[src/sv/bglru_pkg.sv]
// Shared types and constants for the band-grouped LRU replacement policy.
// No dependencies; imported by bglru_lru, bglru_ctrl, the top level and the testbench.
`timescale 1ns / 1ps
package bglru_pkg;
	localparam int PTR_W = 7;
	localparam int SLOT_W = 6;
	localparam int OFF_W = 32;
	localparam int SHIFT_W = 5;
	localparam int DEF_CACHE_SLOTS = 64;
	localparam logic [PTR_W-1:0] PTR_NONE = 7'd127;
	localparam logic [SHIFT_W-1:0] SHIFT_RESET = 5'd4;
	localparam logic [2:0] ADDR_BAND_SHIFT = 3'd0;

	typedef enum logic [1:0] {LRU_MOVE, LRU_UNLINK, LRU_PUSH} lru_op_t;

	typedef struct packed {
		logic vld;
		lru_op_t op;
		logic [PTR_W-1:0] slot;
	} lru_req_t;

	typedef struct packed {
		logic busy;
		logic [PTR_W-1:0] tail;
	} lru_rsp_t;

	typedef enum logic [1:0] {L_IDLE, L_UNLINK, L_PUSH1, L_PUSH2} lru_state_t;

	typedef enum logic [4:0] {
		C_IDLE, C_H_START, C_H_WAIT, C_H_OUT, C_M_SB, C_M_EVCHK,
		C_E_F1, C_E_F2, C_E_WALK, C_E_WAIT, C_E_BFREE, C_M_ALLOC, C_S_SCAN,
		C_F_1, C_F_2, C_F_3, C_F_4, C_F_5, C_N_NEW, C_M_COMMIT, C_M_PWAIT,
		C_M_FIN, C_M_FAIL
	} ctrl_state_t;

	typedef struct packed {
		logic kind;
		logic [OFF_W-1:0] offset;
		logic [SLOT_W-1:0] hit_slot;
	} item_t;

	typedef struct packed {
		logic vld;
		logic evict;
		logic [SLOT_W-1:0] ev_slot;
		logic [SLOT_W-1:0] al_slot;
		logic last;
	} result_t;
endpackage

[src/sv/bglru_ram.sv]
// Generic single-write, single-read RAM with registered read data.
// No dependencies.
`timescale 1ns / 1ps
module bglru_ram #(
	parameter int WIDTH = 8,
	parameter int DEPTH = 64
) (
	input  logic                     clk,
	input  logic                     we,
	input  logic [$clog2(DEPTH)-1:0] waddr,
	input  logic [WIDTH-1:0]         wdata,
	input  logic [$clog2(DEPTH)-1:0] raddr,
	output logic [WIDTH-1:0]         rdata
);
	logic [WIDTH-1:0] mem [DEPTH];

	always_ff @(posedge clk) begin
		if (we) begin
			mem[waddr] <= wdata;
		end
		rdata <= mem[raddr];
	end
endmodule

[src/sv/bglru_lru.sv]
// LRU list unit: doubly linked list over slots in two RAMs plus head/tail.
// Depends on bglru_pkg and bglru_ram.
`timescale 1ns / 1ps
module bglru_lru import bglru_pkg::*; #(
	parameter int CACHE_SLOTS = DEF_CACHE_SLOTS
) (
	input  logic     clk,
	input  logic     arst_n,
	input  lru_req_t req,
	output lru_rsp_t rsp
);
	localparam int AW = $clog2(CACHE_SLOTS);
	localparam logic [PTR_W-1:0] N_P = PTR_W'(CACHE_SLOTS);

	lru_state_t state_q, state_nxt;
	lru_op_t op_q;
	logic [PTR_W-1:0] slot_q, head_q, tail_q;
	logic [PTR_W-1:0] p_rd, n_rd;
	logic [AW-1:0] raddr;
	logic nxt_we, prv_we;
	logic [AW-1:0] nxt_wa, prv_wa;
	logic [PTR_W-1:0] nxt_wd, prv_wd;

	assign raddr = (state_q == L_IDLE) ? req.slot[AW-1:0] : slot_q[AW-1:0];

	bglru_ram #(.WIDTH(PTR_W), .DEPTH(CACHE_SLOTS)) u_next (
		.clk(clk), .we(nxt_we), .waddr(nxt_wa), .wdata(nxt_wd), .raddr(raddr), .rdata(n_rd)
	);
	bglru_ram #(.WIDTH(PTR_W), .DEPTH(CACHE_SLOTS)) u_prev (
		.clk(clk), .we(prv_we), .waddr(prv_wa), .wdata(prv_wd), .raddr(raddr), .rdata(p_rd)
	);

	always_comb begin
		state_nxt = state_q;
		case (state_q)
			L_IDLE: begin
				if (req.vld) begin
					state_nxt = (req.op == LRU_PUSH) ? L_PUSH1 : L_UNLINK;
				end
			end
			L_UNLINK: state_nxt = (op_q == LRU_MOVE) ? L_PUSH1 : L_IDLE;
			L_PUSH1:  state_nxt = L_PUSH2;
			L_PUSH2:  state_nxt = L_IDLE;
			default:  state_nxt = L_IDLE;
		endcase
	end

	always_comb begin
		nxt_we = 1'b0;
		nxt_wa = slot_q[AW-1:0];
		nxt_wd = head_q;
		prv_we = 1'b0;
		prv_wa = slot_q[AW-1:0];
		prv_wd = PTR_NONE;
		case (state_q)
			L_UNLINK: begin
				nxt_we = p_rd < N_P;
				nxt_wa = p_rd[AW-1:0];
				nxt_wd = n_rd;
				prv_we = n_rd < N_P;
				prv_wa = n_rd[AW-1:0];
				prv_wd = p_rd;
			end
			L_PUSH1: begin
				nxt_we = 1'b1;
				prv_we = 1'b1;
			end
			L_PUSH2: begin
				prv_we = head_q < N_P;
				prv_wa = head_q[AW-1:0];
				prv_wd = slot_q;
			end
			default: begin
			end
		endcase
	end

	assign rsp.busy = (state_q != L_IDLE);
	assign rsp.tail = tail_q;

	always_ff @(posedge clk or negedge arst_n) begin
		if (!arst_n) begin
			state_q <= L_IDLE;
			head_q <= PTR_NONE;
			tail_q <= PTR_NONE;
		end else begin
			state_q <= state_nxt;
			case (state_q)
				L_UNLINK: begin
					if (p_rd >= N_P) begin
						head_q <= n_rd;
					end
					if (n_rd >= N_P) begin
						tail_q <= p_rd;
					end
				end
				L_PUSH2: begin
					if (head_q >= N_P) begin
						tail_q <= slot_q;
					end
					head_q <= slot_q;
				end
				default: begin
				end
			endcase
		end
	end

	always_ff @(posedge clk) begin
		if (state_q == L_IDLE && req.vld) begin
			slot_q <= req.slot;
			op_q <= req.op;
		end
	end
endmodule

[config.mk]
export PLATFORM = sky130hd
export DESIGN_NAME = bglru_lru
export DESIGN_NICKNAME = d
export VERILOG_FILES = /design/src/sv/bglru_pkg.sv /design/src/sv/bglru_ram.sv /design/src/sv/bglru_lru.sv
export SDC_FILE = /design/constraint.sdc
export NUM_CORES = 1
export LEC_CHECK = 0
export ABC_AREA = 1
export ABC_CLOCK_PERIOD_IN_PS = 12760
export BUFFER_PORTS_ARGS = -buffer_cell sky130_fd_sc_hd__buf_4
export CORE_ASPECT_RATIO = 1.5
export CORE_MARGIN = 2
export CORE_UTILIZATION = 43
export CTS_CLUSTER_SIZE = 24
export DETAILED_ROUTE_END_ITERATION = 8
export MAX_ROUTING_LAYER = met4
export RECOVER_POWER = 100
export SLEW_MARGIN = 5
export SYNTH_ARGS = -nofsm -noshare
export SYNTH_HDL_FRONTEND = slang
export SYNTH_HIERARCHICAL = 1
export SYNTH_SLANG_ARGS = --single-unit
[constraint.sdc]
create_clock -name clk -period 12.76 [get_ports clk]
set_clock_uncertainty 0.2 [all_clocks]
set_input_delay 0 -clock clk [delete_from_list [all_inputs] [get_ports clk]]
set_output_delay 0 -clock clk [all_outputs]
set_load 0.03 [all_outputs]
# --- Word-level counts from Yosys, hierarchy flattened ---
# Memory sizes are Yosys's and may differ from the RTL's. A register that Yosys moved wholly into a read port is not among the register bits.
# Index checks and enable logic that the tools add are counted.
classes:
  n_addsub: 0
  multipliers: 0
  div: 0
  magnitude_cmp: 6
  n_eq_ne: 8
  shift: 0
  n_mux: 20
  bitwise_logic: 0
  reduce_logical: 7
ops:
  columns: ["operator", "n"]
  rows:
  - ["case mux 7 bit (2 select lines)", 3]
  - ["two-way mux 7 bit", 4]
  - [">= comparator 7 bit (second input constant)", 3]
  - ["less-than comparator 7 bit (second input constant)", 3]
  - ["two-way mux 6 bit", 2]
  - ["case mux 6 bit (2 select lines)", 1]
  - ["!= test 2 bit (second input constant)", 4]
  - ["case mux 2 bit (4 select lines)", 1]
  - ["equality test 2 bit (second input constant)", 3]
  - ["two-way mux 2 bit", 3]
  - ["logical NOT 2 bit", 2]
  - ["two-way mux 1 bit", 4]
  - ["nonzero test 2 bit", 2]
  - ["case mux 1 bit (3 select lines)", 1]
  - ["AND reduction 3 bit", 1]
  - ["equality test 2 x 1 -> 1 bit (second input constant)", 1]
  - ["case mux 1 bit (2 select lines)", 1]
  - ["AND reduction 2 bit", 1]
  - ["logical AND 1 bit", 1]
totals:
  register_bits: 25
  latchBits: 0
  ram_bits: 896
  rom_bits: 0
  in_bits: 12
  out_inout_bits: 8
  wordCells: 48
  mem_count: 2
mem_list:
  columns: ["name", "depth", "width", "rd", "rd_ports_with_merged_regs", "wr", "line", "rtl"]
  rows:
  - ["u_next.mem", 64, 7, 1, 1, 1, "bglru_ram.sv:15", "logic [WIDTH-1:0] mem [DEPTH];"]
  - ["u_prev.mem", 64, 7, 1, 1, 1, "bglru_ram.sv:15", null]

# --- Logic depth before layout (Yosys ltp) ---
depth:
  depth_word: 4
  mapped_depth: 17
  ltp_nobuf: 13

# --- Hierarchy ---
# The synthesis kept the hierarchy.
by_module_without_submodules:
  columns: ["mod", "instances", "cells_per_inst", "area_each_um2", "seq_area_each_um2"]
  rows:
  - ["bglru_ram", 2, 1590, 18545.3, 13593.0]
  - ["bglru_lru", 1, 238, 1720.4, 688.2]

# --- Least setup slack after synthesis ---
# OpenSTA, ideal clock, no wires.
synth_timing:
  path_type: "register to register"
  from: "register state_q[1]"
  to: "memory u_next/mem[0][0] (netlist name), data pin"
  setup_time_ns: 0.702
  t_arrival_ns: 3.463
  required_ns: 11.858
  slack_ns: 8.395
  path_stages_with_launch: 5
  n_path_buf: 1
  synth_period_minus_slack_ns: 4.365
  path_cell_list: "dfrtp_1 -> inv_1 -> ha_1 -> clkbuf_1 -> o21ai_0"
synth_between:
  elab_chain_cells: 2
synth_rtl:
  columns: ["item", "line", "rtl"]
  rows:
  - ["from (decl)", "bglru_lru.sv:15", "lru_state_t state_q, state_nxt;"]
  - ["from (signal assigned)", "bglru_lru.sv:87", "state_q <= state_nxt;"]
  - ["equality test 2 x 1 -> 1 bit", "bglru_lru.sv:55", "case (state_q)"]
  - ["two-way mux 7 bit", "bglru_lru.sv:55", null]
  - ["named net nxt_wd[0]", "bglru_lru.sv:22", "logic [PTR_W-1:0] nxt_wd, prv_wd;"]
  - ["to (decl)", "bglru_ram.sv:15", null]
# The timed path passes the listed nets, and every way through them passes these cells.

# --- Final worst setup path ---
layout_timing:
  from: "register state_q[0]"
  to: "register u_prev.rdata[5] (read register of u_prev.mem)"
layout_between:
  elab_chain_cells: 2
layout_rtl:
  columns: ["item", "line", "rtl"]
  rows:
  - ["logical NOT 2 bit", "bglru_lru.sv:24", "assign raddr = (state_q == L_IDLE) ? req.slot[AW-1:0] : slot_q[AW-1:0];"]
  - ["two-way mux 6 bit", "bglru_lru.sv:24", null]
  - ["named net raddr[1]", "bglru_lru.sv:19", "logic [AW-1:0] raddr;"]
  - ["to (decl)", "bglru_ram.sv:13", "output logic [WIDTH-1:0] rdata"]
# The timed path passes the listed nets, and every way through them passes these cells.
# A chain may end at the register's enable or synchronous reset.

==> metrics.md <==
| Metric | Value |
|---|---|
| Core box area | 0.08986 sq mm |
| Syn Nets | 3437 |
| Hold WS | 0.08974 ns |
| CTS Sinks | 935 |
| Mean area per synthesized cell | 11.35 sq um |
| Synthesized flop and latch total | 935 |
| Area Overhead vs Synth | 9.813% |
| Initial core utilization | 0.4319 |
| Layout cells sized above 1 | 0.05854 |
| WL/cell | 21.97 microns |
| Final min period | 7.445 ns |
| CTS tree | done |
| Number of global-route vias before repair | 24770 |
| Mapped cell area | 0.03881 sq mm |
| Die X | 249.3 microns |
| Synth Warn # | 6 |
| Setup CP Type | register to register |
| Reg2reg start | state_q[0] |
| Sum Neg Setup Slack | 0 ns |
| Final HPWL DP | 59480 microns |
| First-pass GRT wire length | 152900 microns |
| Cell row count | 135 |
| Area of the multi-input gates | 0.009698 sq mm |
| Fin nets | 3413 |
| Peak VDD IR | 0.2154 mV |
| Post-synthesis simple-gate area fraction | 0.2403 |
| Grt ovf | 0 |
| Crit path launch type | register |
| Clock tree root buffer cell | clkbuf_16 |
| Critical Path RT | 13.11 ns |
| Via density per instance | 5.478 |
| Layout Cells excl Fill | 4635 |
| Post_cts resized | 0 |
| Compound-Gate Fraction of Synth Area | 0.005448 |
| Hold_buf cts | 21 |
| Max Freq | 134.3 MHz |
| Final worst-path cycle share | 0.5834 |
| CTS Buffer Depth | 3 |
| CP Max Fanout | 76 |
| H-tree levels | 3 |
| FF+latch area | 0.02787 sq mm |
| Min-Delay Startpoint | req[8] |
| Max_cap viols | 22 |
| Dpl cells | 4446 |
| First-pass DRT Iterations | 6 |
| Unique masters post-synth | 28 |
| Final antenna-violating net count | 0 |
| # Post-CTS Setup Buffers | 0 |
| Largest family of logic cells by synthesized area | simple AND/OR/NAND/NOR gates |
| Largest net degree at the start of global routing | 185 |
| Relative slew slack | -1.650 |
| RSZ-0062 raised after global routing | no |
| Gpl congestion | 0.8740 |
| Failing checks | capacitance limit, slew limit |
| Antenna violations before repair | 2 |
| Post-Syn Instances | 3418 |
| Routed wire length | 101800 microns |
| Endpoints failing setup | 0 |
| Min-delay worst type | primary input to register |
| Hold Fails Final Rpt | 0 |
| XOR/XNOR share of the synthesized area | 0 |
| Setup crit end kind | register |
| Multiplexer share of the synthesized area | 0 |
| Die Ht | 372.0 microns |
| Register area share after synthesis | 0.7182 |
| Pleak | 15.14 nW |
| Status | finished, violations left |
| Total power divided by cell area | 264.2 mW/mm^2 |
| Clk slew on worst S/H paths | 0.06 ns |
| Via Count | 25390 |
| FILL cells | 8160 |
| Port bufs | 19 |
| Worst slew pin tran | 3.976 ns |
| Drt drc | 0 |
| Die area | 0.09273 sq mm |
| Worst Setup SP | state_q[0] |
| Adder-Cell Fraction of Synth Area | 0.002257 |
| Drt initial violations | 2113 |
| Num ports | 20 |
| CTS buffer count | 89 |
| Final Max Tran Viols | 1100 |
| Arrival @ worst endpoint | 7.80 ns |
| Worst-skew pair later-pin latency | 0.67 ns |
| All-layer global routing usage | 0.2245 |
[layer usage]
metal  global-route usage  routed length, microns  vias up
li1                     -                       -    11910
met1               0.2595                   39300    12400
met2               0.3857                   51990      812
met3              0.02828                    5266      273
met4               0.1163                    5294        0
met5                    -                       0        -
[layout by cell type, fill, tap and decap left out, types with 15 or more instances in the layout]
cell           count
buf_4             19
nand3_1          792
nor4_1            16
edfxtp_1         905
nand2_1         1237
clkbuf_16         89
nand4_1           18
dlygate4sd3_1     21
o21ai_0           15
inv_1             41
nor2_1           118
clkbuf_1          63
clkinv_2          23
[state kept, by name, indices dropped and copies added, names as in the netlist]
register      flops
u_next/mem      448
u_prev/mem      448
head_q            7
slot_q            7
tail_q            7
u_next/rdata      7
u_prev/rdata      7
op_q              2
state_q           2
[final timing paths]
path	endpoint	cells past startpoint	slack, ns
max reg2reg	u_prev/rdata[5]	13	5.32
max	u_prev/rdata[5]	13	5.32
max in group asynchronous	state_q[1]	3	11.50
min reg2reg	tail_q[0]	2	0.27
min	state_q[0]	5	0.09
min in group asynchronous	state_q[0]	3	0.36
[cell usage after synthesis]
library cell / count / share of area
nand3_2: 1 / 0.00026
nand4_1: 18 / 0.0029
nor2_2: 1 / 0.00016
o21ai_2: 7 / 0.0016
buf_2: 100 / 0.013
dfrtp_1: 2 / 0.0013
nor2_1: 115 / 0.011
inv_1: 42 / 0.0041
nand2_1: 1236 / 0.12
nand3_1: 793 / 0.10
o21bai_1: 1 / 0.00019
clkbuf_2: 1 / 0.00013
buf_1: 22 / 0.0021
nor2_4: 3 / 0.00087
buf_6: 11 / 0.0032
ha_1: 7 / 0.0023
o21ai_0: 21 / 0.0027
nand2_2: 4 / 0.00064
nor4_1: 16 / 0.0026
inv_2: 6 / 0.00058
dfstp_2: 14 / 0.0095
edfxtp_1: 905 / 0.70
inv_4: 2 / 0.00032
buf_4: 37 / 0.0072
dfxtp_1: 14 / 0.0072
o211ai_1: 4 / 0.00077
clkbuf_1: 34 / 0.0033
o21a_1: 1 / 0.00019
[cell type report]
type                            instances  area share
Inverter                               50    0.004697
Clock inverter                         55     0.01086
Sequential cell                       935      0.6540
Multi-Input combinational cell       2228      0.2275
Tap cell                             1164     0.03417
Timing Repair Buffer                   90     0.01324
Antenna cell                            3   0.0001761
Clock buffer                          110     0.05528
[metrics by stage]
stage               utilization  cell area, sq um  setup slack (ns)  total power [mW]
floorplan                     -             38810             8.395             7.188
global placement         0.4436             39870             7.685             8.683
detailed placement       0.4436             39870             7.671             8.722
CTS                      0.4773             42890             7.633             11.30
global route             0.4743             42620             4.721             11.84
finish                   0.4743             42620             5.315             11.26
[report_power, final]
| part | switching [mW] | internal, mW | total (mW) |
|---|---|---|---|
| registers | 0.0723 | 4.28 | 4.36 |
| clock network | 1.16 | 1.42 | 2.59 |
| logic | 3.38 | 0.936 | 4.32 |
[cell families after synthesis]
logic type | Yosys count
flip-flops | 935
buffers and inverters | 255
AO/OA/AOI/OAI | 34
adder cells (fa/ha/maj) | 7
AND/OR/NAND/NOR | 2187
[worst max-delay path: stages (launching register included)]
cell and delay (ns):
dfrtp_1 0.46, inv_1 0.15, ha_1 0.63, o21ai_0 0.25, buf_4 0.44, clkinvlp_2 1.14
clkbuf_1 2.79, nand3_1 0.32, nand3_1 0.29, nand2_1 0.08, nand2_1 0.06, nand3_1 0.12
nand3_1 0.13, nand2_1 0.07
Power figures use the tool's default switching activity.
