**src/sv/bglru_pkg.sv**
```systemverilog
// Shared types and constants for the band-grouped LRU replacement policy.
// No dependencies; imported by bglru_lru, bglru_ctrl, the top level and the testbench.
`timescale 1ns / 1ps
package bglru_pkg;
	localparam int PTR_W = 7;
	localparam int SLOT_W = 6;
	localparam int OFF_W = 32;
	localparam int SHIFT_W = 5;
	localparam int DEF_CACHE_SLOTS = 64;
	localparam logic [PTR_W-1:0] PTR_NONE = 7'd127;
	localparam logic [SHIFT_W-1:0] SHIFT_RESET = 5'd4;
	localparam logic [2:0] ADDR_BAND_SHIFT = 3'd0;

	typedef enum logic [1:0] {LRU_MOVE, LRU_UNLINK, LRU_PUSH} lru_op_t;

	typedef struct packed {
		logic vld;
		lru_op_t op;
		logic [PTR_W-1:0] slot;
	} lru_req_t;

	typedef struct packed {
		logic busy;
		logic [PTR_W-1:0] tail;
	} lru_rsp_t;

	typedef enum logic [1:0] {L_IDLE, L_UNLINK, L_PUSH1, L_PUSH2} lru_state_t;

	typedef enum logic [4:0] {
		C_IDLE, C_H_START, C_H_WAIT, C_H_OUT, C_M_SB, C_M_EVCHK,
		C_E_F1, C_E_F2, C_E_WALK, C_E_WAIT, C_E_BFREE, C_M_ALLOC, C_S_SCAN,
		C_F_1, C_F_2, C_F_3, C_F_4, C_F_5, C_N_NEW, C_M_COMMIT, C_M_PWAIT,
		C_M_FIN, C_M_FAIL
	} ctrl_state_t;

	typedef struct packed {
		logic kind;
		logic [OFF_W-1:0] offset;
		logic [SLOT_W-1:0] hit_slot;
	} item_t;

	typedef struct packed {
		logic vld;
		logic evict;
		logic [SLOT_W-1:0] ev_slot;
		logic [SLOT_W-1:0] al_slot;
		logic last;
	} result_t;
endpackage

```
**src/sv/bglru_ram.sv**
```systemverilog
// Generic single-write, single-read RAM with registered read data.
// No dependencies.
`timescale 1ns / 1ps
module bglru_ram #(
	parameter int WIDTH = 8,
	parameter int DEPTH = 64
) (
	input  logic                     clk,
	input  logic                     we,
	input  logic [$clog2(DEPTH)-1:0] waddr,
	input  logic [WIDTH-1:0]         wdata,
	input  logic [$clog2(DEPTH)-1:0] raddr,
	output logic [WIDTH-1:0]         rdata
);
	logic [WIDTH-1:0] mem [DEPTH];

	always_ff @(posedge clk) begin
		if (we) begin
			mem[waddr] <= wdata;
		end
		rdata <= mem[raddr];
	end
endmodule

```
**src/sv/bglru_ctrl.sv**
```systemverilog
// Main sequencer: free lists, band table and band chains in RAMs, eviction walk.
// Depends on bglru_pkg and bglru_ram; drives the LRU unit by request struct.
`timescale 1ns / 1ps
module bglru_ctrl import bglru_pkg::*; #(
	parameter int CACHE_SLOTS = DEF_CACHE_SLOTS
) (
	input  logic               clk,
	input  logic               arst_n,
	input  logic               in_vld,
	input  item_t              in_item,
	output logic               in_rdy,
	input  logic [SHIFT_W-1:0] band_shift,
	input  logic               can_emit,
	output result_t            res,
	output lru_req_t           lru_req,
	input  lru_rsp_t           lru_rsp
);
	localparam int AW = $clog2(CACHE_SLOTS);
	localparam logic [PTR_W-1:0] N_P = PTR_W'(CACHE_SLOTS);
	localparam logic [AW-1:0] LAST_IDX = AW'(CACHE_SLOTS - 1);

	ctrl_state_t state_q, state_nxt;
	item_t item_q;
	logic [PTR_W-1:0] free_head_q, bfree_head_q, cur_q, steps_q, idx_q;
	logic [CACHE_SLOTS-1:0] in_use_q, used_q, sf_wr_q, bf_wr_q;
	logic [AW-1:0] be_q, bf_ra_q, chain_ra_q, s_q, cmp_idx_s1, found_q, f_q;
	logic [SLOT_W-1:0] last_ev_q;
	logic have_ev_q, cmp_vld_s1;
	logic [OFF_W-1:0] band_q;

	logic sf_we, bf_we, ch_we, sb_we, bn_we, bfst_we;
	logic [AW-1:0] sf_wa, bf_wa, ch_wa, sb_wa, bn_wa, bfst_wa;
	logic [PTR_W-1:0] sf_wd, bf_wd, ch_wd;
	logic [AW-1:0] sb_wd, bfst_wd;
	logic [OFF_W-1:0] bn_wd;
	logic [PTR_W-1:0] sf_rd, bf_rd, ch_rd;
	logic [AW-1:0] sb_rd, bfst_rd;
	logic [OFF_W-1:0] bn_rd;

	logic hit_ok, ev_need, be_ok, cur_ok, walk_fire, match, new_ok;
	logic [AW-1:0] e_idx;
	logic [PTR_W-1:0] sf_next, bf_next;

	bglru_ram #(.WIDTH(PTR_W), .DEPTH(CACHE_SLOTS)) u_sfree (
		.clk(clk), .we(sf_we), .waddr(sf_wa), .wdata(sf_wd),
		.raddr(free_head_q[AW-1:0]), .rdata(sf_rd)
	);
	bglru_ram #(.WIDTH(AW), .DEPTH(CACHE_SLOTS)) u_sband (
		.clk(clk), .we(sb_we), .waddr(sb_wa), .wdata(sb_wd),
		.raddr(lru_rsp.tail[AW-1:0]), .rdata(sb_rd)
	);
	bglru_ram #(.WIDTH(OFF_W), .DEPTH(CACHE_SLOTS)) u_bnum (
		.clk(clk), .we(bn_we), .waddr(bn_wa), .wdata(bn_wd),
		.raddr(idx_q[AW-1:0]), .rdata(bn_rd)
	);
	bglru_ram #(.WIDTH(AW), .DEPTH(CACHE_SLOTS)) u_bfirst (
		.clk(clk), .we(bfst_we), .waddr(bfst_wa), .wdata(bfst_wd),
		.raddr(bf_ra_q), .rdata(bfst_rd)
	);
	bglru_ram #(.WIDTH(PTR_W), .DEPTH(CACHE_SLOTS)) u_bfree (
		.clk(clk), .we(bf_we), .waddr(bf_wa), .wdata(bf_wd),
		.raddr(bfree_head_q[AW-1:0]), .rdata(bf_rd)
	);
	bglru_ram #(.WIDTH(PTR_W), .DEPTH(CACHE_SLOTS)) u_chain (
		.clk(clk), .we(ch_we), .waddr(ch_wa), .wdata(ch_wd),
		.raddr(chain_ra_q), .rdata(ch_rd)
	);

	assign e_idx = bfree_head_q[AW-1:0];
	assign hit_ok = (PTR_W'(item_q.hit_slot) < N_P) && in_use_q[item_q.hit_slot[AW-1:0]];
	assign ev_need = (free_head_q >= N_P) && (lru_rsp.tail < N_P);
	assign be_ok = (PTR_W'(sb_rd) < N_P) && used_q[sb_rd];
	assign cur_ok = (cur_q < N_P) && (steps_q < N_P) && in_use_q[cur_q[AW-1:0]];
	assign walk_fire = cur_ok && (!have_ev_q || can_emit);
	assign match = cmp_vld_s1 && used_q[cmp_idx_s1] && (bn_rd == band_q);
	assign new_ok = bfree_head_q < N_P;
	// untouched list entries read as their reset link i + 1
	assign sf_next = sf_wr_q[s_q] ? sf_rd : PTR_W'(s_q) + PTR_W'(1);
	assign bf_next = bf_wr_q[e_idx] ? bf_rd : PTR_W'(e_idx) + PTR_W'(1);

	always_comb begin
		state_nxt = state_q;
		case (state_q)
			C_IDLE:     if (in_vld) state_nxt = in_item.kind ? C_H_START : C_M_SB;
			C_H_START:  state_nxt = hit_ok ? C_H_WAIT : C_H_OUT;
			C_H_WAIT:   if (!lru_rsp.busy) state_nxt = C_H_OUT;
			C_H_OUT:    if (can_emit) state_nxt = C_IDLE;
			C_M_SB:     state_nxt = C_M_EVCHK;
			C_M_EVCHK:  state_nxt = (ev_need && be_ok) ? C_E_F1 : C_M_ALLOC;
			C_E_F1:     state_nxt = C_E_F2;
			C_E_F2:     state_nxt = C_E_WALK;
			C_E_WALK: begin
				if (!cur_ok) state_nxt = C_E_BFREE;
				else if (walk_fire) state_nxt = C_E_WAIT;
			end
			C_E_WAIT:   if (!lru_rsp.busy) state_nxt = C_E_WALK;
			C_E_BFREE:  state_nxt = C_M_ALLOC;
			C_M_ALLOC:  state_nxt = (free_head_q >= N_P) ? C_M_FAIL : C_S_SCAN;
			C_S_SCAN: begin
				if (match) state_nxt = C_F_1;
				else if (cmp_vld_s1 && cmp_idx_s1 == LAST_IDX) state_nxt = C_N_NEW;
			end
			C_F_1:      state_nxt = C_F_2;
			C_F_2:      state_nxt = C_F_3;
			C_F_3:      state_nxt = C_F_4;
			C_F_4:      state_nxt = C_F_5;
			C_F_5:      state_nxt = C_M_COMMIT;
			C_N_NEW:    state_nxt = new_ok ? C_M_COMMIT : C_M_FAIL;
			C_M_COMMIT: state_nxt = C_M_PWAIT;
			C_M_PWAIT:  if (!lru_rsp.busy) state_nxt = C_M_FIN;
			C_M_FIN:    if (can_emit) state_nxt = C_IDLE;
			C_M_FAIL:   if (can_emit) state_nxt = C_IDLE;
			default:    state_nxt = C_IDLE;
		endcase
	end

	always_comb begin
		in_rdy = (state_q == C_IDLE);
		lru_req = '{vld: 1'b0, op: LRU_MOVE, slot: PTR_W'(item_q.hit_slot)};
		res = '{vld: 1'b0, evict: 1'b0, ev_slot: '0, al_slot: '0, last: 1'b0};
		sf_we = 1'b0;   sf_wa = cur_q[AW-1:0];  sf_wd = free_head_q;
		bf_we = 1'b0;   bf_wa = be_q;           bf_wd = bfree_head_q;
		ch_we = 1'b0;   ch_wa = s_q;            ch_wd = ch_rd;
		sb_we = 1'b0;   sb_wa = s_q;            sb_wd = found_q;
		bn_we = 1'b0;   bn_wa = e_idx;          bn_wd = band_q;
		bfst_we = 1'b0; bfst_wa = e_idx;        bfst_wd = s_q;
		case (state_q)
			C_H_START: lru_req.vld = hit_ok;
			C_H_OUT: begin
				res.vld = can_emit;
				res.last = 1'b1;
			end
			C_E_WALK: begin
				if (walk_fire) begin
					lru_req = '{vld: 1'b1, op: LRU_UNLINK, slot: cur_q};
					sf_we = 1'b1;
					res.vld = have_ev_q;
					res.evict = 1'b1;
					res.ev_slot = last_ev_q;
				end
			end
			C_E_BFREE: bf_we = 1'b1;
			C_F_4: ch_we = 1'b1;
			C_F_5: begin
				ch_we = 1'b1;
				ch_wa = f_q;
				ch_wd = PTR_W'(s_q);
				sb_we = 1'b1;
			end
			C_N_NEW: begin
				bn_we = new_ok;
				bfst_we = new_ok;
				ch_we = new_ok;
				ch_wd = PTR_NONE;
				sb_we = new_ok;
				sb_wd = e_idx;
			end
			C_M_COMMIT: lru_req = '{vld: 1'b1, op: LRU_PUSH, slot: PTR_W'(s_q)};
			C_M_FIN, C_M_FAIL: begin
				res.vld = can_emit;
				res.evict = have_ev_q;
				res.ev_slot = have_ev_q ? last_ev_q : '0;
				res.al_slot = (state_q == C_M_FIN) ? SLOT_W'(s_q) : '0;
				res.last = 1'b1;
			end
			default: begin
			end
		endcase
	end

	always_ff @(posedge clk or negedge arst_n) begin
		if (!arst_n) begin
			state_q <= C_IDLE;
			free_head_q <= '0;
			bfree_head_q <= '0;
			in_use_q <= '0;
			used_q <= '0;
			sf_wr_q <= '0;
			bf_wr_q <= '0;
			have_ev_q <= 1'b0;
			steps_q <= '0;
			cmp_vld_s1 <= 1'b0;
			idx_q <= '0;
		end else begin
			state_q <= state_nxt;
			case (state_q)
				C_IDLE: begin
					if (in_vld) begin
						have_ev_q <= 1'b0;
						steps_q <= '0;
					end
				end
				C_E_WALK: begin
					if (walk_fire) begin
						free_head_q <= cur_q;
						in_use_q[cur_q[AW-1:0]] <= 1'b0;
						sf_wr_q[cur_q[AW-1:0]] <= 1'b1;
						steps_q <= steps_q + PTR_W'(1);
						have_ev_q <= 1'b1;
					end
				end
				C_E_BFREE: begin
					used_q[be_q] <= 1'b0;
					bf_wr_q[be_q] <= 1'b1;
					bfree_head_q <= PTR_W'(be_q);
				end
				C_M_ALLOC: begin
					idx_q <= '0;
					cmp_vld_s1 <= 1'b0;
				end
				C_S_SCAN: begin
					if (idx_q < N_P) begin
						idx_q <= idx_q + PTR_W'(1);
						cmp_vld_s1 <= 1'b1;
					end else begin
						cmp_vld_s1 <= 1'b0;
					end
				end
				C_N_NEW: begin
					if (new_ok) begin
						bfree_head_q <= bf_next;
						used_q[e_idx] <= 1'b1;
					end
				end
				C_M_COMMIT: begin
					free_head_q <= sf_next;
					in_use_q[s_q] <= 1'b1;
				end
				default: begin
				end
			endcase
		end
	end

	always_ff @(posedge clk) begin
		case (state_q)
			C_IDLE:    if (in_vld) item_q <= in_item;
			C_M_EVCHK: begin
				be_q <= sb_rd;
				bf_ra_q <= sb_rd;
			end
			C_E_F2:    cur_q <= PTR_W'(bfst_rd);
			C_E_WALK: begin
				if (walk_fire) begin
					chain_ra_q <= cur_q[AW-1:0];
					last_ev_q <= cur_q[SLOT_W-1:0];
				end
			end
			C_E_WAIT:  if (!lru_rsp.busy) cur_q <= ch_rd;
			C_M_ALLOC: begin
				s_q <= free_head_q[AW-1:0];
				band_q <= item_q.offset >> band_shift;
			end
			C_S_SCAN: begin
				cmp_idx_s1 <= idx_q[AW-1:0];
				if (match) begin
					found_q <= cmp_idx_s1;
					bf_ra_q <= cmp_idx_s1;
				end
			end
			C_F_2: begin
				f_q <= bfst_rd;
				chain_ra_q <= bfst_rd;
			end
			default: begin
			end
		endcase
	end
endmodule

```
**config.mk**
```make
export PLATFORM = sky130hd
export DESIGN_NAME = bglru_ctrl
export DESIGN_NICKNAME = d
export VERILOG_FILES = /design/src/sv/bglru_pkg.sv /design/src/sv/bglru_ram.sv /design/src/sv/bglru_ctrl.sv
export SDC_FILE = /design/constraint.sdc
export NUM_CORES = 2
export LEC_CHECK = 0
export BUFFER_PORTS_ARGS = -buffer_cell sky130_fd_sc_hd__buf_4
export CAP_MARGIN = 15
export CORE_MARGIN = 2
export CORE_UTILIZATION = 31
export DETAILED_ROUTE_END_ITERATION = 8
export GPL_TIMING_DRIVEN = 0
export SETUP_SLACK_MARGIN = 0.1
export SLEW_MARGIN = 40
export SYNTH_ARGS = -nofsm -noshare
export SYNTH_HDL_FRONTEND = slang
export SYNTH_MEMORY_MAX_BITS = 65536
export SYNTH_SLANG_ARGS = --single-unit
```
**constraint.sdc**
```tcl
create_clock -name clk -period 5.3 [get_ports clk]
set_input_delay 0.795 -clock clk [delete_from_list [all_inputs] [get_ports clk]]
set_output_delay 0.795 -clock clk [all_outputs]
set_load 0.1 [all_outputs]
```
; Yosys cells after proc, flatten, opt, wreduce, memory -nomap -nowiden
; Memory sizes are Yosys's and may differ from the RTL's. A register that Yosys moved wholly into a read port is not among the register bits.
; Index checks and enable logic that the tools add are counted.
; Widths: inputs -> output; s select.
[word_totals]
ff_bits = 416
ramBits = 4160
in_bits = 56
n_memories = 6
[memory_table]
columns = name, depth, width, rd, rd_ports_with_merged_regs, write_ports, line_no
row1 = u_bnum.mem, 64, 32, 1, 1, 1, bglru_ram.sv:15  ; logic [WIDTH-1:0] mem [DEPTH];
row2 = u_bfree.mem, 64, 7, 1, 1, 1, bglru_ram.sv:15
row3 = u_chain.mem, 64, 7, 1, 1, 1, bglru_ram.sv:15
row4 = u_sfree.mem, 64, 7, 1, 1, 1, bglru_ram.sv:15
row5 = u_bfirst.mem, 64, 6, 1, 1, 1, bglru_ram.sv:15
row6 = u_sband.mem, 64, 6, 1, 1, 1, bglru_ram.sv:15
[classes]
add_sub_neg = 4
order_cmp = 17
n_eq_ne = 35
shifts = 1
mux = 90
bitwise_logic = 8
n_reduce_logical = 36
[op_table]
columns = operator, n
row1 = $or 64x64->64, 4
row2 = $pmux 64 s2, 2
row3 = $and 64x64->64, 2
row4 = $mux 64, 2
row5 = $not 64->64, 2
row6 = $pmux 5 s21, 1
row7 = $pmux 7 s2, 7
row8 = $mux 7, 8
row9 = $mux 5, 10
row10 = $lt 6x7->1 const B, 7
row11 = $mux 6, 7
row12 = $eq 5x4->1 const B, 8
row13 = $bmux 1 s6, 6
row14 = $eq 5x5->1 const B, 7
row15 = $lt 7x7->1 const B, 5
row16 = $eq 32x32->1, 1
row17 = $shr 32x5->32, 1
row18 = $mux 1, 29
row19 = $demux 1 s6, 4
row20 = $ge 6x1->1 const B, 4
row21 = $pmux 6 s2, 2
row22 = $eq 5x3->1 const B, 4
row23 = $pmux 9 s2, 1
row24 = $reduce_and 2->1, 9
row25 = other kinds (24), 58

; Longest topological paths before layout
[depth]
word_depth = 8
depth_mapped = 12
mapped_depth_nobuf = 9

; Cells and area by module
; Synthesis repeated with hierarchy kept, for this count alone.
[unflattened]
hier_cells = 9243
area_unflattened_um2 = 183770.0
[modules_own_cells]
columns = mod, n_inst, cells_each, area_per_inst_um2, seq_area_each_um2
row1 = bglru_ram at u_bnum, 1, 3324, 78515.3, 62139.6
row2 = bglru_ram at u_bfree ..., 3, 827, 17635.7, 13593.0
row3 = bglru_ram at u_bfirst ..., 2, 720, 15225.9, 11651.2
row4 = bglru_ctrl, 1, 1998, 21896.0, 11035.6

; Worst setup path before layout
; Ideal clock, no wire load.
[synth_timing]
kind = flip-flop to output port
startpoint = reg s_q[5], in the netlist bfst_wd[5]
endpoint = out res[6] (netlist bit)
t_arrival_ps = 4504
t_required_ps = 4505
path_slack_ps = 1
path_stages_with_launch = 4
n_path_buf = 1
path_cell_list = edfxtp_1 > clkbuf_1 > clkinv_1 > nor4_1
[synth_rtl]
columns = element, line_no
row1 = start: declaration, bglru_ctrl.sv:26  ; logic [AW-1:0] be_q, bf_ra_q, chain_ra_q, s_q, cmp_idx_s1, found_q, f_q;
row2 = start signal: assignment, bglru_ctrl.sv:251  ; s_q <= free_head_q[AW-1:0];
row3 = end: declaration, bglru_ctrl.sv:14  ; output result_t res,

; Worst setup path after layout
[layout_timing]
startpoint = reg bfree_head_q[0], in the netlist bf_wd[0]
endpoint = mem u_bnum.mem[20][9] (netlist bit) (enable)
[layout_via]
elab_chain_cells = 4
[layout_lines]
columns = element, line_no
row1 = start: declaration, bglru_ctrl.sv:24  ; logic [PTR_W-1:0] free_head_q, bfree_head_q, cur_q, steps_q, idx_q;
row2 = start signal: assignment, bglru_ctrl.sv:205  ; bfree_head_q <= PTR_W'(be_q);
row3 = start signal: assignment, bglru_ctrl.sv:221  ; bfree_head_q <= bf_next;
row4 = $lt 7x7->1, bglru_ctrl.sv:76  ; assign new_ok = bfree_head_q < N_P;
row5 = $mux 1, bglru_ctrl.sv:127  ; case (state_q)
row6 = $mux 1, bglru_ram.sv:18  ; if (we) begin
row7 = $mux 1 (implied by the code), bglru_ram.sv:19  ; mem[waddr] <= wdata;
row8 = end: declaration, bglru_ram.sv:15
; Several ways; a longest one is shown, not always the timed one.

==> flow_summary.toml <==
[timing]
holdWs_ps = 57.9
maxSlewHeadroom = 0.367
fin_skew_ps = 70.0
finalCriticalPeriod_ps = 5140
finalCritPeriodShare = 0.970
fmax_mhz = 194
finalHoldViolCount = 0
tightest_slew_ps = 945
setup_violations = 0
slew_viol_final = 0
setup_ws_ps = 158
rsz0062_at_grt = "no"

[global_route]
antenna_found_initial = 30
grt_max_degree = 80
overflow = 0
grt.total_usage = 0.166
grt_pass1_wl_um = 707000
grt_pass1_vias = 93860

[placed_design]
globalplace.congestion = 0.900
hpwlAfterDp_um = 350000
pre_cts_ws_ps = -397
numPortBuffers = 74
dpl.cell_count = 16630

[setup_path]
worst_setup_path_end_kind = "register"
crit_chain = "buf_12 > nor3b_2 > clkbuf_2 > clkbuf_1 > buf_2 > nand2_2 > nor2_4 > buf_8 > buf_8 > buf_16"
crit_start = "bf_wd[0]"
crit_type = "reg2reg"
crit_top_cell = "buf_8"
cp.required_ps = 6020
slowest_stage = "dfrtp_4"
critPathLaunchType = "register"
rr_worst_depth = 10
critical-path-top-delay-family = "buffers and inverters"
crit_buf_inv = 7
crit_path_max_incr_delay_ps = 650
regToRegSetupSlack_ps = 160
reg2reg_to = "u_bnum.mem[20][9]"
cp_max_fo = 36
rr_startpoint = "bf_wd[0]"
crit_arrival_ps = 5860

[min_path]
hold_depth = 1
min_from = "in_item[35]"
hold_path.class = "in2reg"
hold_end = "item_q[35]"

[outcome]
status = "finished, final reports clean"

[route]
wirelength_um = 499000
vias = 93285
wire_per_inst_um = 28.6
drt-initial-drc-count = 12336
drtPass1Iterations = 8
ant_nets = 0
vias_per_cell = 5.33
drc_errors = 0

[power]
power.total_mw = 93.3
power_frac_comb = 0.200
clockPowerShare = 0.339
p_per_area_nw_per_um2 = 438
vdd_ir_drop_max_uv = 318
cellLeakagePower_nw = 66.9
switching_power_mw = 26.2
p_seq_frac = 0.461
netSwitchingFraction = 0.281
internal_power_mw = 67.1

[cts]
insertion_delay_ps = 1040
cts_tree = "done"
cts.sinks = 4641
htree_levels = 5
clk_pin_slew_ps = 60
cts_buffers = 430
cts-root-buf = "clkbuf_16"
clockBufferDepth = 4

[finish]
drive_gt1_frac = 0.321
fin_util = 0.369
final_cells = 17490
final_nets = 9439
syn2layout_area_growth_pct = 18.5
fillers = 51846

[yosys]
synthesis.area_um2 = 180000
yosysMostFrequentCell = "edfxtp_1"
synth-seq-cells = 4641
synthFlopType = "edfxtp_1"
ys_top_cells_by_area = "edfxtp_1 (72%), mux4_2 (16%), dfrtp_1 (4.0%), a22oi_1 (1.0%), nor2_1 (0.87%)"
netlist_top_cells_count = "edfxtp_1 (4,285), mux4_2 (1,279), nor2_1 (419)"
netlist.area_leader.share = 0.715
synth.avg_cell_area_um2 = 21.3
async_flop_share = 0.0627
synthCells = 8428
syn_nets = 8488
ys_seq_area_frac = 0.763
synth_warnings = 0
synth_edf_count = 4285
yosysTopAreaCell = "edfxtp_1"
ys_types = 81

[run]
drv_cap = 0

[die]
die_w_um = 766
floorplan.initialDensity = 0.311
core_um2 = 578000
die_area_um2 = 587000
die_y_um = 766
ios = 82
row_count = 279
## kinds of logic (layout without fill, tap and decap cells)
| family | after synthesis | count (layout) | share of synthesized area |
|---|---|---|---|
| DFF | 4641 | 4641 | 0.763 |
| muxes | 1372 | 1372 | 0.166 |
| and+or+nand+nor | 1082 | 1082 | 0.0292 |
| AOI/OAI and AO/OA | 771 | 771 | 0.0290 |
| buffers and inverters | 513 | 1838 | 0.0111 |
| xor gates and xnor gates | 44 | 44 | 0.00214 |
| adders and majority gates | 4 | 4 | 0.000278 |
| other | 1 | 11 | 0.0000208 |
## power groups by stage
stage	registers [mW]	logic, mW	clock network (mW)
2_1_floorplan	43.9	10.3	0
3_5_place_dp	43.8	18.5	0
5_1_grt	43.1	19.4	33.4
6_report	43.0	18.7	31.6
3_3_place_gp	44.9	16.3	0
4_1_cts	43.0	18.7	32.0
## layout make-up
| class | instances | area (um2) | area share |
|---|---|---|---|
| sequential | 4641 | 137000 | 0.644 |
| multi-input combinational | 3274 | 42000 | 0.197 |
| clock buffer | 526 | 11400 | 0.0536 |
| tap | 7727 | 9670 | 0.0454 |
| timing repair buffer | 524 | 7510 | 0.0352 |
| clock inverter | 280 | 2910 | 0.0136 |
| buffer | 479 | 2220 | 0.0104 |
| inverter | 29 | 119 | 0.000558 |
| antenna | 10 | 25.0 | 0.000117 |
## layer usage
| layer | share of wire | global-route usage |
|---|---|---|
| met5 | 0.00013 | 0 |
| met4 | 0.034 | 0.0520 |
| met3 | 0.077 | 0.0260 |
| met2 | 0.47 | 0.265 |
| met1 | 0.42 | 0.233 |
## cells in the final DEF, fill, tap and decap left out, types with 55 or more instances in the layout
cell type	Yosys	layout
clkbuf_16	0	436
a22oi_1	241	240
buf_2	24	107
nand2_1	176	160
buf_8	0	115
nor3_2	0	58
mux4_2	1279	1279
clkinv_2	0	95
a21oi_1	162	160
nor2_1	419	298
o21ai_0	122	119
or2_2	131	131
buf_6	2	118
dfrtp_1	291	277
nor2_4	0	66
edfxtp_1	4285	4285
clkbuf_2	0	165
clkbuf_1	328	237
buf_4	5	128
buf_16	0	92
mux2i_1	58	58
clkinv_1	3	87
nor2_2	0	55
dfxtp_1	65	65
## timing repair
action	4_1_cts	5_1_grt
setup endpoints to repair	319	103
hold buffers	36	0
pin swaps	3	8
hold endpoints to repair	78	0
gates resized for setup	53	35
buffers inserted	7	3
## how the worst max path moves through the flow
stage | end | slack [ps] | cells after the start
final | u_bnum.mem[20][9] | 160 | 10
after detailed placement | u_bnum.mem[24][14] | -400 | 11
after global routing | lru_req[1] | 90 | 11
after CTS | lru_req[2] | 100 | 12
after floorplan | u_bfirst.mem[10][0] | 390 | 7
after global placement | u_bnum.mem[41][7] | -5270 | 6
## worst register-to-register path: cells and delay by family (launching register included)
family                 cells  cell delay [ps]
DFF                        1              650
and+or+nand+nor            3             1560
buffers and inverters      7             2670
## stage by stage
stage	TNS, ps	area (um2)
final	0	213000
after global routing	0	213000
after CTS	0	213000
after detailed placement	-35170	198000
after global placement	-	190000
after floorplan	0	180000
## sequential cells by signal (all words and copies together), names as in the netlist, 32 cells and up
register      flops
bf_wr_q          64
used_q           64
in_use_q         64
u_bnum.rdata     32
u_sfree.mem     448
u_bfree.mem     448
sf_wr_q          64
band_q           32
u_bnum.mem     2048
u_bfirst.mem    384
u_chain.mem     448
item_q           38
u_sband.mem     384
Power figures use the tool's default switching activity.
